===== config.mk =====
export PLATFORM = sky130hd
export DESIGN_NAME = csb_ram
export DESIGN_NICKNAME = d
export VERILOG_FILES = /design/src/hdl/csb_ram.sv
export SDC_FILE = /design/constraint.sdc
export NUM_CORES = 2
export LEC_CHECK = 0
export BUFFER_PORTS_ARGS = -buffer_cell sky130_fd_sc_hd__buf_4
export CAP_MARGIN = 20
export CORE_MARGIN = 1.5
export CORE_UTILIZATION = 40
export DETAILED_ROUTE_END_ITERATION = 10
export SLEW_MARGIN = 0
export SYNTH_ARGS = -nofsm -noshare
export SYNTH_HDL_FRONTEND = slang
export SYNTH_SLANG_ARGS = --single-unit

===== constraint.sdc =====
create_clock -name clk_i -period 8.3 [get_ports clk_i]
set_input_delay 0.83 -clock clk_i [delete_from_list [all_inputs] [get_ports clk_i]]
set_output_delay 0.83 -clock clk_i [all_outputs]
set_load 0.01 [all_outputs]

===== src/hdl/csb_ram.sv =====
// Generic simple dual-port RAM with one write port and a registered read port.
module csb_ram #(
  parameter int unsigned WIDTH = 64,
  parameter int unsigned DEPTH = 64
) (
  input  logic                     clk_i,
  input  logic                     wr_en_i,
  input  logic [$clog2(DEPTH)-1:0] wr_addr_i,
  input  logic [WIDTH-1:0]         wr_data_i,
  input  logic                     rd_en_i,
  input  logic [$clog2(DEPTH)-1:0] rd_addr_i,
  output logic [WIDTH-1:0]         rd_data_o
);

  logic [WIDTH-1:0] mem_q [DEPTH];
  logic [WIDTH-1:0] rd_data_q;

  always_ff @(posedge clk_i) begin
    if (wr_en_i) begin
      mem_q[wr_addr_i] <= wr_data_i;
    end
    if (rd_en_i) begin
      rd_data_q <= mem_q[rd_addr_i];
    end
  end

  assign rd_data_o = rd_data_q;

endmodule


; Word level (Yosys, flattened, before mapping)
; Memories as Yosys holds them, arrays and structs flattened. A register that Yosys moved wholly into a read port is not among the register bits.
; Index checks and enable logic that the tools add are counted.
[totals]
register_bits = 0
mem_bits_rw = 4096
input_bits = 79
output_inout_bits = 64
word_cells = 3
n_memories = 1
[mem_list]
columns = memory, depth, word_bits, read_ports, rd_ports_with_merged_regs, write_ports, line
row1 = mem_q, 64, 64, 1, 1, 1, 15  ; logic [WIDTH-1:0] mem_q [DEPTH];
[op_classes]
muxes = 2
[ops]
columns = operator, count
row1 = 1-bit two-way mux, 2

; Logic depth before layout (Yosys ltp)
[logic_depth]
word_depth = 2
depth_mapped = 9
mapped_depth_nobuf = 5

; Worst setup path before layout
; Ideal clock, no wire load.
[synth_timing]
kind = input-to-reg
startpoint = in wr_addr_i[3]
endpoint = mem mem_q[48][0] (enable)
setup_time_ps = 564
arrival_ps = 5702
required_time_ps = 7736
slack_ps = 2034
stages = 4
path_buffers = 1
cell_sequence = clkbuf_1 -> nor2b_1 -> nand4b_1 -> nor3_1
[synth_rtl]
columns = element, line
row1 = "start, declared", 8  ; input logic [$clog2(DEPTH)-1:0] wr_addr_i,
row2 = "end, declared", 15
; No word-level cell before the write port.

==> results.cfg <==
[status]
status = completed

[power_and_ir_drop]
swShare_pct = 21.2
powerDensity_nw_per_um2 = 244
leakagePower_nw = 54.9
p_int_mw = 34.3
vdd_drop_max_uv = 169
pwr-share-comb_pct = 4.5
total_power_mw = 43.6
clock_power_share_pct = 41.8
p_seq_share_pct = 53.7
p_sw_mw = 9.25

[min_path]
min_from = rd_en_i
hold_depth = 1
worst_hold_path.endpoint = rd_data_o[12]
hp-class = in -> reg

[sta]
drv_slew = 0
fin_ws_ns = 4.55
worstMarginPinSlew_ns = 1.20
setup_tns_ns = 0
period_share_pct = 45.2
max_slew_margin_pct = 20.1
hold_viol = 0
fmax_mhz = 266
finalSetupViolCount = 0
fin_worst_skew_ns = 0.0531
rsz0062_at_grt = no
min_period_ns = 3.75

[synthesis]
synth.distinct_cells = 32
syn_inst = 6598
ys_warn_count = 0
yosysTopAreaCell = edfxtp_1
syn_nets = 6677
syn-cell-area_sq_um = 157000
yosys-top-cells-area = edfxtp_1 80%, mux4_2 15%, mux2i_1 0.86%
ys_seq_elements = 4160
seq_area_frac_synth_pct = 79.6
synth.avg_cell_area_sq_um = 23.8
netlist.area_leader.share_pct = 79.6

[worst_setup_path]
cp_top_family = buffers and inverters
setup.worst_path.start_class = input port
cp_slowest_cell = buf_4
critical-path-max-stage-delay_ns = 0.85
reg2reg_from = mem_q[13][42]
crit_top_cell = buf_4
end_kind = flip-flop
reg2regPathDepth = 5
arrival_ns = 4.54
worstPathRequired_ns = 9.08
worstPathMaxFanout = 71
crit_path_cell_trace = buf_8 > buf_4 > nor2b_4 > buf_4 > buf_4 > a22oi_1 > and3_1 > a211oi_1
crit_type = in -> reg
r2r_setup_slack_ns = 5.99
r2r-end = rd_data_o[42]
worst-path-buf-inv = 4

[die]
io_pins = 143
rows = 229
start_util_pct = 40.3
die_area_sq_um = 396000
chipHeight_um = 629
die_w_um = 629
core_sq_um = 390000

[detailed_routing]
drc = 0
dr.pass1.iters = 6
vias = 75900
wl_um = 441000
via_per_inst = 6.05
antenna_left = 0
wl_per_cell_um = 35.2
drt-initial-drc-count = 9778

[global_routing]
grt-busiest-layer = met2
grt_max_degree = 115
first_global_vias = 76200
grt_util_all_layers_pct = 22.0
grt.overflow.total = 0
grt_pass1_wl_um = 613000
use_met1_pct = 30.7
grt_use_met2_pct = 36.0
met3_usage_pct = 3.31
grt_antenna_before_repair = 30

[cts]
insertion_delay_ns = 0.97
htreeDepth = 5
cts-root-buf = clkbuf_16
cts_tree = done
cts_buffer_depth = 4
cts_buffers = 416
post-cts-setup-buffer-count = 0
hold_buffers = 0
ctsResizeCount = 0
clock_sinks = 4160
path_clk_slew_ns = 0.06

[place]
globalplace.congestion = 0.785
dp.cells = 11800
dp_slack_ns = 3.69
dp_hpwl_um = 234000
io_buffer_count = 142

[layout]
nNetsFinal = 7079
syn_to_final_growth_pct = 13.6
drive_gt1_share_pct = 28.0
finalNonFillerCells = 12500
final_util_pct = 45.7

[job]
cap_violations = 0
-- layout by cell type (no fill, tap or decap), types with 6 or more instances in the layout --
cell type	Yosys	routed
a211oi_1	63	63
nor2b_1	28	24
o22ai_1	83	83
inv_6	0	10
o221ai_1	38	38
clkbuf_16	0	420
mux2i_1	135	135
bufinv_16	0	32
and3_1	64	64
clkinv_1	0	91
nand2_1	58	55
a31oi_1	18	18
clkinvlp_4	0	14
or2_2	28	28
nand3_1	45	45
edfxtp_1	4160	4160
a22o_1	88	88
clkinv_8	0	6
buf_4	34	327
mux4_2	1024	1024
inv_1	19	19
nor2_1	112	47
a41oi_1	26	26
nand2b_1	11	8
nor2_4	0	65
or3_1	29	29
diode_2	0	15
clkinv_2	0	76
a2bb2oi_1	19	19
clkbuf_1	140	95
buf_12	0	21
a22oi_1	168	168
-- routing by layer --
layer	part of all wire, %	up-vias
met5	0.010	-
met4	3.0	8
met3	8.2	696
met2	49	3663
met1	40	42200
li1	-	29400
-- sequential cells by signal, summed over array words and instances, names as in the netlist --
signal,cells
rd_data_o,64
mem_q,4096
-- worst max path at each step --
| stage | start | end | slack [ns] | cells past startpoint |
|---|---|---|---|---|
| after global placement | rd_addr_i[2] | rd_data_o[11] | 3.71 | 8 |
| after CTS | rd_addr_i[2] | rd_data_o[17] | 4.73 | 8 |
| after detailed placement | rd_addr_i[2] | rd_data_o[6] | 3.69 | 8 |
| after floorplan | wr_addr_i[3] | mem_q[48][0] | 2.03 | 4 |
| after global routing | rd_addr_i[2] | rd_data_o[11] | 4.55 | 8 |
| final | rd_addr_i[2] | rd_data_o[17] | 4.55 | 8 |
-- power groups by stage --
stage / Sequential, mW / Combinational [mW] / Clock [mW]
final: 23.4 / 1.95 / 18.2
after global routing: 23.4 / 2.07 / 19.3
after CTS: 23.4 / 1.97 / 18.5
after detailed placement: 23.9 / 1.97 / 0
after global placement: 23.8 / 1.93 / 0
after floorplan: 23.8 / 1.08 / 0
-- per-stage QoR --
stage | hold slack [ns] | instance area (sq um)
after floorplan | 0.865 | 157000
after global placement | 0.895 | 165000
after detailed placement | 0.909 | 165000
after CTS | 0.301 | 178000
after global routing | 0.334 | 178000
final | 0.345 | 178000
-- area by class of cell --
class	instances	area [sq um]
clock buffers	515	10900
inverters	19	71.3
flip-flops and latches	4160	125000
fillers	31700	212000
well taps	5197	6500
repair buffers	354	3020
multi-input cells	2049	30800
clock inverters	240	2180
diodes	15	37.5
-- logic make-up (layout without fill, tap and decap cells) --
| kind of cell | count (synthesis) | in the layout | synth area share [%] |
|---|---|---|---|
| simple gates | 386 | 386 | 1.23 |
| compound gates | 504 | 504 | 2.47 |
| flops | 4160 | 4160 | 79.6 |
| other cells | 0 | 15 | 0 |
| buf+inv | 389 | 1128 | 1.18 |
| mux | 1159 | 1159 | 15.6 |
-- cell usage after synthesis --
| cell type | number |
|---|---|
| nand2_1 | 58 |
| buf_1 | 20 |
| and3_1 | 64 |
| buf_4 | 34 |
| clkbuf_1 | 140 |
| mux2i_1 | 135 |
| nand4b_1 | 1 |
| o22ai_1 | 83 |
| nand4_1 | 2 |
| mux4_2 | 1024 |
| or3_1 | 29 |
| a211oi_1 | 63 |
| a31oi_1 | 18 |
| or3b_2 | 1 |
| nand3_1 | 45 |
| a22o_1 | 88 |
| buf_6 | 6 |
| nor2b_1 | 28 |
| and2_1 | 3 |
| nand3b_1 | 2 |
| a22oi_1 | 168 |
| a2bb2oi_1 | 19 |
| or2_2 | 28 |
| o221ai_1 | 38 |
| nand2b_1 | 11 |
| edfxtp_1 | 4160 |
| nor3_1 | 2 |
| nor2_1 | 112 |
| a31o_1 | 1 |
| inv_1 | 19 |
| a41oi_1 | 26 |
| buf_2 | 170 |
Note: power is estimated with default switching activity, not from simulation.
